File: src/hw/rtl/lfdc_pkg.sv
// ----------------------------------------------------------------------------
// lfdc_pkg: line-follow drive control shared definitions
// Payload structs, operation and command codes, register indexes and reset
// values, and the power saturation helper.
// ----------------------------------------------------------------------------
`default_nettype none

package lfdc_pkg;

   // field widths
   localparam int POS_W   = 32;
   localparam int POWER_W = 16;
   localparam int ADJ_W   = 15;
   localparam int DIST_W  = 31;
   localparam int CSR_W   = 31;
   localparam int CSR_IDX_W = 2;

   // operation codes
   localparam logic [1:0] OP_TICK   = 2'd0;
   localparam logic [1:0] OP_START  = 2'd1;
   localparam logic [1:0] OP_CANCEL = 2'd2;

   // drive command codes
   localparam logic [1:0] CMD_NONE  = 2'd0;
   localparam logic [1:0] CMD_APPLY = 2'd1;
   localparam logic [1:0] CMD_STOP  = 2'd2;

   // register indexes
   localparam logic [CSR_IDX_W-1:0] REG_BASE_POWER      = 2'd0;
   localparam logic [CSR_IDX_W-1:0] REG_STEER_ADJUST    = 2'd1;
   localparam logic [CSR_IDX_W-1:0] REG_TARGET_DISTANCE = 2'd2;
   localparam logic [CSR_IDX_W-1:0] REG_STALL_THRESHOLD = 2'd3;

   // register reset values
   localparam logic signed [POWER_W-1:0] BASE_POWER_RST      = 16'sd8192;
   localparam logic [ADJ_W-1:0]          STEER_ADJUST_RST    = 15'd2048;
   localparam logic [DIST_W-1:0]         TARGET_DISTANCE_RST = 31'd6553600;
   localparam logic [DIST_W-1:0]         STALL_THRESHOLD_RST = 31'd65536;

   typedef struct packed {
      logic [1:0]              operation;
      logic signed [POS_W-1:0] position;
      logic                    line_seen;
      logic [2:0]              sensor_pattern;
   } req_type;

   typedef struct packed {
      logic signed [POWER_W-1:0] left_power;
      logic signed [POWER_W-1:0] right_power;
      logic [1:0]                drive_command;
      logic                      finished;
   } rsp_type;

   // clamp an 18-bit power sum into the 16-bit signed range
   function automatic logic signed [POWER_W-1:0] sat_power(input logic signed [17:0] v);
      logic signed [POWER_W-1:0] r;
      if (v > 18'sd32767) begin
         r = 16'sh7FFF;
      end else if (v < -18'sd32768) begin
         r = 16'sh8000;
      end else begin
         r = v[POWER_W-1:0];
      end
      return r;
   endfunction

endpackage

`default_nettype wire

File: src/hw/rtl/line_follow_drive_control.sv
// Results are registered in the output stage. Each tick shifts the WINDOW_DEPTH-cell
// chain once. Throughput: one item per cycle while req_stall is low.
// The skid stage lets one more item in while a result is stalled at the output.
// Reset (synchronous): registers return to defaults, window valid bits,
//   origin and done flag clear; no clearing pass, items are taken at once.
// ----------------------------------------------------------------------------
// line_follow_drive_control: line-follow steering and finish detection
// Tracks odometer samples in a chain of window cells, detects stall and
// target travel, and derives steering powers from the light sensor pattern.
// ----------------------------------------------------------------------------
`default_nettype none

module line_follow_drive_control
   import lfdc_pkg::*;
#(
   parameter int WINDOW_DEPTH = 16
) (
   input  wire logic                 clock,
   input  wire logic                 reset,
   input  wire logic                 req_valid,
   output logic                      req_stall,
   input  wire req_type              req_data,
   output logic                      rsp_valid,
   input  wire logic                 rsp_stall,
   output rsp_type                   rsp_data,
   input  wire logic                 csr_wr_en,
   input  wire logic [CSR_IDX_W-1:0] csr_index,
   input  wire logic [CSR_W-1:0]     csr_wdata
);

   // configuration registers
   logic signed [POWER_W-1:0] base_power_ff;
   logic [ADJ_W-1:0]          steer_adjust_ff;
   logic [DIST_W-1:0]         target_distance_ff;
   logic [DIST_W-1:0]         stall_threshold_ff;

   always_ff @(posedge clock) begin
      if (reset) begin
         base_power_ff      <= BASE_POWER_RST;
         steer_adjust_ff    <= STEER_ADJUST_RST;
         target_distance_ff <= TARGET_DISTANCE_RST;
         stall_threshold_ff <= STALL_THRESHOLD_RST;
      end else if (csr_wr_en) begin
         unique case (csr_index)
            REG_BASE_POWER:      base_power_ff      <= csr_wdata[POWER_W-1:0];
            REG_STEER_ADJUST:    steer_adjust_ff    <= csr_wdata[ADJ_W-1:0];
            REG_TARGET_DISTANCE: target_distance_ff <= csr_wdata[DIST_W-1:0];
            REG_STALL_THRESHOLD: stall_threshold_ff <= csr_wdata[DIST_W-1:0];
            default: ;
         endcase
      end
   end

   logic accept;
   logic tick_acc;
   assign accept   = req_valid & ~req_stall;
   assign tick_acc = accept & (req_data.operation == OP_TICK);

   // position window: chain of cells, newest in cell 0
   logic signed [POS_W-1:0] cell_data [WINDOW_DEPTH];
   logic [WINDOW_DEPTH-1:0] cell_valid;

   genvar gi;
   generate
      for (gi = 0; gi < WINDOW_DEPTH; gi++) begin : g_cell
         if (gi == 0) begin : g_head
            lfdc_cell u_cell (
               .clock    (clock),
               .reset    (reset),
               .shift_en (tick_acc),
               .d_in     (req_data.position),
               .v_in     (1'b1),
               .d_out    (cell_data[gi]),
               .v_out    (cell_valid[gi])
            );
         end else begin : g_body
            lfdc_cell u_cell (
               .clock    (clock),
               .reset    (reset),
               .shift_en (tick_acc),
               .d_in     (cell_data[gi-1]),
               .v_in     (cell_valid[gi-1]),
               .d_out    (cell_data[gi]),
               .v_out    (cell_valid[gi])
            );
         end
      end
   endgenerate

   logic signed [POS_W-1:0] origin_ff, origin_in;
   logic                    done_ff, done_in;

   // stall test: after the shift the oldest entry is the one now in cell depth-2
   logic                    full_next;
   logic signed [POS_W-1:0] oldest;
   logic [POS_W:0]          moved;
   logic [POS_W:0]          moved_mag;
   logic                    stall_hit;

   assign full_next = cell_valid[WINDOW_DEPTH-2];
   assign oldest    = cell_data[WINDOW_DEPTH-2];
   assign moved     = {req_data.position[POS_W-1], req_data.position}
                    - {oldest[POS_W-1], oldest};
   assign moved_mag = moved[POS_W] ? (~moved + {{POS_W{1'b0}}, 1'b1}) : moved;
   assign stall_hit = full_next & (moved_mag < {2'b00, stall_threshold_ff});

   // travel from origin
   logic [POS_W:0] traveled;
   logic [POS_W:0] traveled_mag;
   logic           far_hit;

   assign traveled     = {req_data.position[POS_W-1], req_data.position}
                       - {origin_ff[POS_W-1], origin_ff};
   assign traveled_mag = traveled[POS_W] ? (~traveled + {{POS_W{1'b0}}, 1'b1}) : traveled;
   assign far_hit      = traveled_mag > {2'b00, target_distance_ff};

   // steering sums at 18 bits
   logic signed [17:0] base_w;
   logic signed [17:0] adj_w;
   logic signed [17:0] half_w;
   logic signed [17:0] left_sum;
   logic signed [17:0] right_sum;

   assign base_w = {{2{base_power_ff[POWER_W-1]}}, base_power_ff};
   assign adj_w  = {3'b000, steer_adjust_ff};
   assign half_w = {4'b0000, steer_adjust_ff[ADJ_W-1:1]};

   always_comb begin
      left_sum  = base_w;
      right_sum = base_w;
      priority if (req_data.sensor_pattern == 3'd1) begin
         left_sum  = base_w - adj_w;
         right_sum = base_w + adj_w;
      end else if (req_data.sensor_pattern == 3'd2) begin
         left_sum  = base_w + half_w;
         right_sum = base_w - half_w;
      end else if (req_data.sensor_pattern == 3'd4) begin
         left_sum  = base_w + adj_w;
         right_sum = base_w - adj_w;
      end else begin
         left_sum  = base_w;
         right_sum = base_w;
      end
   end

   // per-item decision
   rsp_type result;

   always_comb begin
      origin_in            = origin_ff;
      done_in              = done_ff;
      result.left_power    = '0;
      result.right_power   = '0;
      result.drive_command = CMD_NONE;
      unique case (req_data.operation)
         OP_START: begin
            origin_in = req_data.position;
            done_in   = 1'b0;
         end
         OP_CANCEL: begin
            done_in              = 1'b1;
            result.drive_command = CMD_STOP;
         end
         OP_TICK: begin
            if (done_ff) begin
               result.drive_command = CMD_STOP;
            end else if (stall_hit || far_hit) begin
               done_in = 1'b1;
            end else if (req_data.line_seen) begin
               result.left_power    = sat_power(left_sum);
               result.right_power   = sat_power(right_sum);
               result.drive_command = CMD_APPLY;
            end
         end
         default: ;
      endcase
      result.finished = done_in;
   end

   always_ff @(posedge clock) begin
      if (reset) begin
         origin_ff <= '0;
         done_ff   <= 1'b0;
      end else if (accept) begin
         origin_ff <= origin_in;
         done_ff   <= done_in;
      end
   end

   // output register and skid stage
   lfdc_out_buf u_out_buf (
      .clock     (clock),
      .reset     (reset),
      .in_valid  (req_valid),
      .in_data   (result),
      .in_stall  (req_stall),
      .rsp_valid (rsp_valid),
      .rsp_stall (rsp_stall),
      .rsp_data  (rsp_data)
   );

`ifndef NO_ASSERTIONS
   // cancel always leaves the block done
   a_cancel_done: assert property (@(posedge clock) disable iff (reset)
      (accept && req_data.operation == OP_CANCEL) |=> done_ff)
      else $error("cancel did not set done");

   // start always clears done
   a_start_clear: assert property (@(posedge clock) disable iff (reset)
      (accept && req_data.operation == OP_START) |=> !done_ff)
      else $error("start did not clear done");

   // window valid bits fill from the newest end without gaps
   a_fill_prefix: assert property (@(posedge clock) disable iff (reset)
      $onehot({1'b0, cell_valid} + {{WINDOW_DEPTH{1'b0}}, 1'b1}))
      else $error("gap in window valid chain");
`endif

endmodule

`default_nettype wire

File: src/hw/rtl/lfdc_cell.sv
// ----------------------------------------------------------------------------
// lfdc_cell: one position window cell
// Holds one odometer sample and its valid bit; on a shift it takes the
// sample of its upstream neighbor and hands its own one downstream.
// ----------------------------------------------------------------------------
`default_nettype none

module lfdc_cell
   import lfdc_pkg::*;
(
   input  wire logic                    clock,
   input  wire logic                    reset,
   input  wire logic                    shift_en,
   input  wire logic signed [POS_W-1:0] d_in,
   input  wire logic                    v_in,
   output logic signed [POS_W-1:0]      d_out,
   output logic                         v_out
);

   logic signed [POS_W-1:0] data_ff;
   logic                    valid_ff;

   // sample storage, no reset needed
   always_ff @(posedge clock) begin
      if (shift_en) begin
         data_ff <= d_in;
      end
   end

   // valid bit, part of the fill tracking
   always_ff @(posedge clock) begin
      if (reset) begin
         valid_ff <= 1'b0;
      end else if (shift_en) begin
         valid_ff <= v_in;
      end
   end

   assign d_out = data_ff;
   assign v_out = valid_ff;

endmodule

`default_nettype wire

File: src/hw/rtl/lfdc_out_buf.sv
// ----------------------------------------------------------------------------
// lfdc_out_buf: result output register with skid stage
// Registers each result and absorbs one extra transfer when the consumer
// stalls, so the upstream stall is a register output.
// ----------------------------------------------------------------------------
`default_nettype none

module lfdc_out_buf
   import lfdc_pkg::*;
(
   input  wire logic    clock,
   input  wire logic    reset,
   input  wire logic    in_valid,
   input  wire rsp_type in_data,
   output logic         in_stall,
   output logic         rsp_valid,
   input  wire logic    rsp_stall,
   output rsp_type      rsp_data
);

   logic    main_valid_ff, main_valid_in;
   logic    skid_valid_ff, skid_valid_in;
   rsp_type main_ff, main_in;
   rsp_type skid_ff, skid_in;
   logic    push;
   logic    pop;
   logic    main_free;

   assign in_stall  = skid_valid_ff;
   assign push      = in_valid & ~skid_valid_ff;
   assign pop       = main_valid_ff & ~rsp_stall;
   assign main_free = ~main_valid_ff | pop;

   // next state of both stages
   always_comb begin
      main_valid_in = main_valid_ff;
      skid_valid_in = skid_valid_ff;
      main_in       = main_ff;
      skid_in       = skid_ff;
      if (main_free) begin
         if (skid_valid_ff) begin
            main_in       = skid_ff;
            main_valid_in = 1'b1;
            skid_valid_in = 1'b0;
         end else begin
            main_in       = in_data;
            main_valid_in = push;
         end
      end else if (push) begin
         skid_in       = in_data;
         skid_valid_in = 1'b1;
      end
   end

   always_ff @(posedge clock) begin
      if (reset) begin
         main_valid_ff <= 1'b0;
         skid_valid_ff <= 1'b0;
      end else begin
         main_valid_ff <= main_valid_in;
         skid_valid_ff <= skid_valid_in;
      end
   end

   always_ff @(posedge clock) begin
      main_ff <= main_in;
      skid_ff <= skid_in;
   end

   assign rsp_valid = main_valid_ff;
   assign rsp_data  = main_ff;

`ifndef NO_ASSERTIONS
   // skid only holds data behind a waiting result
   a_skid_behind_main: assert property (@(posedge clock) disable iff (reset)
      skid_valid_ff |-> main_valid_ff)
      else $error("skid stage filled with output stage empty");

   // skid fills only on a stalled output
   a_skid_fill: assert property (@(posedge clock) disable iff (reset)
      (push && main_valid_ff && rsp_stall) |=> skid_valid_ff)
      else $error("stalled transfer not captured in skid stage");

   // a drained buffer with nothing arriving goes empty
   a_drain: assert property (@(posedge clock) disable iff (reset)
      (pop && !skid_valid_ff && !push) |=> !main_valid_ff)
      else $error("result repeated after transfer");
`endif

endmodule

`default_nettype wire

File: config.mk
export PLATFORM = sky130hd
export DESIGN_NAME = line_follow_drive_control
export DESIGN_NICKNAME = d
export VERILOG_FILES = /design/src/hw/rtl/lfdc_pkg.sv /design/src/hw/rtl/line_follow_drive_control.sv /design/src/hw/rtl/lfdc_cell.sv /design/src/hw/rtl/lfdc_out_buf.sv
export SDC_FILE = /design/constraint.sdc
export NUM_CORES = 1
export LEC_CHECK = 0
export BUFFER_PORTS_ARGS = -buffer_cell sky130_fd_sc_hd__buf_2
export CAP_MARGIN = 0
export CELL_PAD_IN_SITES_DETAIL_PLACEMENT = 0
export CELL_PAD_IN_SITES_GLOBAL_PLACEMENT = 1
export CORE_MARGIN = 5
export CORE_UTILIZATION = 50
export DETAILED_ROUTE_END_ITERATION = 16
export PLACE_DENSITY_LB_ADDON = 0.1
export SLEW_MARGIN = 20
export SYNTH_ARGS = -nofsm -noshare
export SYNTH_HDL_FRONTEND = slang
export SYNTH_SLANG_ARGS = --single-unit
File: constraint.sdc
create_clock -name clock -period 43.6 [get_ports clock]
set_clock_uncertainty 0.15 [all_clocks]
set_input_delay 4.36 -clock clock [delete_from_list [all_inputs] [get_ports clock]]
set_output_delay 4.36 -clock clock [all_outputs]
set_load 0.01 [all_outputs]
=== After elaboration in Yosys (flattened, before gate mapping) ===
Index checks and enable logic that the tools add are counted.

* Add/sub/neg operators: 8
* Magnitude comparators: 6
* Equality and inequality tests: 8
* Muxes and demuxes: 23
* Bitwise operators: 11
* Reduce and logical (&&, ||, !) cells: 10

{| class="wikitable"
|+ Operators with widths
! kind !! number
|-
| 18-bit 2-to-1 mux || 6
|-
| 34-bit 2-to-1 mux || 2
|-
| 33-bit by 1-bit adder with 33-bit output (second input constant) || 2
|-
| 33-bit 2-to-1 mux || 2
|-
| 33-bit inverter || 2
|-
| 32-bit by 32-bit subtractor with 33-bit output || 2
|-
| 16-bit 2-to-1 mux || 4
|-
| 32-bit 2-to-1 mux || 2
|-
| 18-bit by 16-bit > comparator with 1-bit output (second input constant) || 2
|-
| 18-bit by 16-bit < comparator with 1-bit output (second input constant) || 2
|-
| 35-bit 2-to-1 mux || 1
|-
| 33-bit by 31-bit > comparator with 1-bit output || 1
|-
| 33-bit by 31-bit < comparator with 1-bit output || 1
|-
| 16-bit by 15-bit adder with 17-bit output || 1
|-
| 16-bit by 16-bit adder with 17-bit output || 1
|-
| 16-bit by 15-bit subtractor with 17-bit output || 1
|-
| 16-bit by 16-bit subtractor with 17-bit output || 1
|-
| 2-bit AND reduction || 6
|-
| 2-bit == test (second input constant) || 3
|-
| 1-bit AND || 4
|-
| 2-bit by 1-bit == test with 1-bit output (second input constant) || 2
|-
| 2-bit logical NOT || 2
|-
| 1-bit inverter || 4
|-
| 2-bit case mux with 2 select lines || 1
|-
| 9 further kinds || 11
|}

* Register bits: 693
* Input port bits: 76
* Output and inout port bits: 37
* Word-level logic and storage cells: 112

=== Longest topological paths before layout ===
* Depth in word-level cells: 12
* Depth in mapped cells: 30
* Mapped depth without buffers: 27

=== Cells and area by module ===
Synthesis repeated with hierarchy kept, for this count alone.

* Cell total of the unflattened synthesis: 2,994
* Area, all modules: 34,075.2 um^2

{| class="wikitable"
|+ Modules (own cells, without submodules)
! module !! times used !! cells an instance !! area an instance (um^2) !! sequential area each (um^2)
|-
| line_follow_drive_control || 1 || 2,353 || 16,417.0 || 2,522.4
|-
| lfdc_cell || 15 || 35 || 994.7 || 980.9
|-
| lfdc_out_buf || 1 || 116 || 2,737.6 || 2,142.1
|}

=== Worst setup path before layout ===
Ideal clock, no wire load.

* Path kind: input-to-reg
* From: input req_valid
* To: register g_cell[0].g_head.u_cell.data_ff[0], enable pin
* Setup time: 1.030 ns
* Arrival: 18.127 ns
* Data required time: 42.420 ns
* Setup slack: 24.293 ns
* Stages: 5
* Buffers on the path: 2
* Cells stage by stage: nand2b_1 > or3_1 > clkbuf_1 > inv_1 > buf_1

* Word-level cells in the longest chain between the ends: 2

{| class="wikitable"
|+ RTL lines
! element !! RTL line !! text
|-
| start: declaration || line_follow_drive_control.sv:20 || <nowiki>input wire logic req_valid,</nowiki>
|-
| 1-bit AND || line_follow_drive_control.sv:56 || <nowiki>assign accept = req_valid & ~req_stall;</nowiki>
|-
| 1-bit AND || line_follow_drive_control.sv:57 || <nowiki>assign tick_acc = accept & (req_data.operation == OP_TICK);</nowiki>
|-
| net g_cell[0].g_head.u_cell.shift_en || lfdc_cell.sv:13 || <nowiki>input wire logic shift_en,</nowiki>
|-
| end signal: assignment || lfdc_cell.sv:26 || <nowiki>data_ff <= d_in;</nowiki>
|-
| end: declaration || lfdc_cell.sv:20 || <nowiki>logic signed [POS_W-1:0] data_ff;</nowiki>
|}

The timed path passes the listed nets, and every way through them passes these cells.
A chain may end at the register's enable or synchronous reset.

=== Final worst setup path ===
* From: input req_data[4] (netlist bit)
* To: register u_out_buf.main_ff, in the netlist u_out_buf.rsp_data[1], data pin

* Word-level cells in the longest chain between the ends: 11
* Elaborated cells between the ends (all ways): 16
* Classes of those cells: add/sub (4); order compare (2); mux (6); bitwise (3); reduce/logical (1)

{| class="wikitable"
|+ RTL lines
! element !! RTL line !! text
|-
| start: declaration || line_follow_drive_control.sv:22 || <nowiki>input wire req_type req_data,</nowiki>
|-
| 32-bit by 32-bit subtractor with 33-bit output || line_follow_drive_control.sv:103 || <nowiki>- {oldest[POS_W-1], oldest};</nowiki>
|-
| 33-bit inverter || line_follow_drive_control.sv:104 || <nowiki>assign moved_mag = moved[POS_W] ? (~moved + {{POS_W{1'b0}}, 1'b1}) : moved;</nowiki>
|-
| 33-bit by 1-bit adder with 33-bit output || line_follow_drive_control.sv:104 ||
|-
| 33-bit 2-to-1 mux || line_follow_drive_control.sv:104 ||
|-
| 33-bit by 31-bit < comparator with 1-bit output || line_follow_drive_control.sv:105 || <nowiki>assign stall_hit = full_next & (moved_mag < {2'b00, stall_threshold_ff});</nowiki>
|-
| 1-bit AND || line_follow_drive_control.sv:105 ||
|-
| 1-bit logical OR (*) || line_follow_drive_control.sv:167 || <nowiki>end else if (stall_hit || far_hit) begin</nowiki>
|-
| 34-bit 2-to-1 mux (*) || line_follow_drive_control.sv:167 ||
|-
| 2-bit 2-to-1 mux (*) || line_follow_drive_control.sv:165 || <nowiki>if (done_ff) begin</nowiki>
|-
| 2-bit case mux with 2 select lines (*) || line_follow_drive_control.sv:155 || <nowiki>unique case (req_data.operation)</nowiki>
|-
| 35-bit 2-to-1 mux (*) || lfdc_out_buf.sv:41 || <nowiki>if (skid_valid_ff) begin</nowiki>
|-
| end signal: assignment || lfdc_out_buf.sv:66 || <nowiki>main_ff <= main_in;</nowiki>
|-
| end: declaration || lfdc_out_buf.sv:23 || <nowiki>rsp_type main_ff, main_in;</nowiki>
|}

Every way passes the cells marked *; elsewhere a longest branch is shown, timed or not.

==> results.cfg <==
[outcome]
status = complete, no violations

[detailed_routing]
ant_nets = 0
wire_per_inst_um = 21.2
initialDrtViolationCount = 1869
num_vias = 22400
drc_errors = 0
drt-vias-per-instance = 5.67
dr.pass1.iters = 5
wirelength_um = 83800

[clock_network]
cts_setup_buffers = 0
clk_transition_reported_paths_ns = 0.06
holdBufCountCts = 0
insertion_delay_ns = 0.61
clockRootBuffer = clkbuf_16
cts_resized = 0
cts_buffers = 71
cts_tree = done
clock_path_buffers = 3
clkSinkCount = 693
h-tree-depth = 3

[cells_and_area]
final_area_um2 = 36700
utilization = 0.559
drive_gt1_frac = 0.0939
layout.nets = 3299
syn_to_final_growth_pct = 11.1
final_cells = 3955

[synth]
synth_area_leaders = edfxtp_1 50%, dfxtp_1 8.7%, ha_1 7.0%
synth_top_area_frac = 0.500
syn-cell-area_um2 = 33000
synth_edf_count = 550
ys_types = 89
synth_cells = 2948
synthArstFlopShare = 0
synth_warnings = 0
synth_area_per_cell_um2 = 11.2
syn_nets = 3215
synth.ff_latch_count = 693
synth_area_leader_cell = edfxtp_1
synth_flop_cell = edfxtp_1
synth-seq-area-share = 0.587

[critical_path]
path_max_fanout = 57
worstPathArrival_ns = 11.34
r2r_setup_slack_ns = 36.10
timing.rr.end = u_out_buf.rsp_data[1]$_DFFE_PP_
worstPathRequired_ns = 43.78
cp-start-kind = primary input
slowest_stage = o31ai_1
cp_slowest_stage_delay_ns = 0.61
end_kind = register
path_class = primary input to register
timing.rr.start = g_cell[14].g_body.u_cell.d_out[0]$_DFFE_PP_
crit_top_cell = a21oi_1
rr_worst_depth = 26

[timing]
setup_viol_count_final = 0
fmax_mhz = 89.6
rsz0062_at_grt = false
report.final.slew_viol_count = 0
hold_viol_final = 0
tns_ns = 0
min_period_ns = 11.17
slew_headroom = 0.266
worst_slew_pin_slew_ns = 1.10
period_share = 0.256

[worst_hold_path]
min_to = g_cell[7].g_body.u_cell.d_out[1]$_DFFE_PP_
holdCritPathClass = register to register
holdPathStages = 0
hold_start = g_cell[6].g_body.u_cell.d_out[1]$_DFFE_PP_

[global_routing]
grt_pass1_vias = 21500
overflow = 0
antenna_found_initial = 2
grt_usage = 0.232
grt_pass1_wl_um = 129000
grt_max_degree = 204

[power]
power_density_nw_per_um2 = 42.2
leakage_nw = 13.2
worst_ir_drop_vdd_uv = 40.5

[die]
die_h_um = 267
design.die.area_um2 = 71200
initial_core_util = 0.503
row_count = 94
die_w_um = 267
core_area_um2 = 65600
ios = 113

[place]
placed_cells = 3823
placed_area_um2 = 34400
port_buffers = 112
detailed_place_hpwl_um = 61400
gp_congestion = 0.910

[job]
drv_cap = 0
==> synthesized netlist by cell type, types with 30 or more instances <==
master	n
a21oi_1	303
xor2_1	44
o31ai_1	37
a211oi_1	32
edfxtp_1	550
inv_1	196
nor3_1	34
nor2_1	188
o21a_1	30
dfxtp_1	143
nand2_1	403
clkbuf_1	109
a21o_1	52
nand3_1	34
xnor2_1	104
o21ai_0	119
ha_1	185
==> layout by cell type (no fill, tap or decap), drive strengths merged, types with 44 or more instances in the layout <==
master / netlist / final
edfxtp: 550 / 550
nand2: 403 / 403
a21oi: 304 / 304
inv: 196 / 199
nor2: 189 / 189
ha: 185 / 185
dfxtp: 143 / 143
buf: 15 / 135
o21ai: 121 / 121
xnor2: 104 / 104
clkbuf: 109 / 95
a21o: 52 / 52
xor2: 44 / 44
o31ai: 44 / 44
==> registers in the layout, indices dropped and copies added (netlist names) <==
name                        cells
steer_adjust_ff                15
stall_threshold_ff             31
u_out_buf.rsp_data             35
u_out_buf.in_stall              1
u_out_buf.skid_ff              35
u_out_buf.rsp_valid             1
origin_ff                      32
g_cell.g_head.u_cell.d_out     32
g_cell.g_body.u_cell.v_out     14
g_cell.g_body.u_cell.d_out    448
g_cell.g_head.u_cell.v_out      1
target_distance_ff             31
base_power_ff                  16
done_ff                         1
==> per-layer routing <==
metal,track usage,part of all wire,vias up
met3,0.0318,0.052,79
li1,-,-,10800
met1,0.371,0.50,11000
met2,0.344,0.43,574
met4,0.0417,0.014,0
met5,0,0,-
==> worst max-delay path by stage <==
| stage | startpoint | to | cells past startpoint |
|---|---|---|---|
| 3_5_place_dp | req_data[4] | u_out_buf.rsp_data[1]$_DFFE_PP_ | 28 |
| 5_1_grt | req_data[4] | u_out_buf.rsp_data[1]$_DFFE_PP_ | 28 |
| 6_report | req_data[4] | u_out_buf.rsp_data[1]$_DFFE_PP_ | 28 |
| 3_3_place_gp | req_data[4] | u_out_buf.rsp_data[1]$_DFFE_PP_ | 28 |
| 2_1_floorplan | req_valid | g_cell[0].g_head.u_cell.d_out[0]$_DFFE_PP_ | 5 |
| 4_1_cts | req_data[4] | u_out_buf.rsp_data[1]$_DFFE_PP_ | 28 |
==> kinds of logic (layout without fill, tap and decap cells) <==
logic type	count (synthesis)	count (layout)	synth area share
AND/OR/NAND/NOR	846	846	0.118
AO/OA/AOI/OAI	746	746	0.144
flip-flops	693	693	0.587
buffers and inverters	320	462	0.0372
adder cells (fa/ha/maj)	191	191	0.0738
XOR/XNOR	148	148	0.0393
multiplexers	4	4	0.00121
other	0	1	0
==> critical path: cells and delay by family <==
family          cells  cell delay, ns
compound gates     13            3.01
simple gates        6            1.59
fa+ha+maj           3            0.94
buf+inv             3            0.75
xor+xnor            2            0.44
mux                 1            0.18
==> final cells by class <==
type	instances	area (um^2)
multi-input cells	1935	12400
clock buffers	95	1930
diodes	1	2.50
flip-flops and latches	693	19400
clock inverters	36	355
fillers	5489	29000
repair buffers	135	748
inverters	196	743
well taps	864	1080
==> metrics by stage <==
step	power [W]	hold WS (ns)	setup slack [ns]
floorplan	0.000908	0.250	24.29
CTS	0.00156	0.255	32.52
global route	0.00162	0.265	31.93
finish	0.00155	0.255	32.44
detailed placement	0.000969	0.255	31.91
global placement	0.000965	0.250	32.02
==> power by group <==
part	switching, W	internal [W]	total, W
Clock	0.000251	0.000339	0.000590
Combinational	0.000141	0.0000774	0.000219
Sequential	0.00000858	0.000731	0.000740
(Power assumes the default switching activity.)
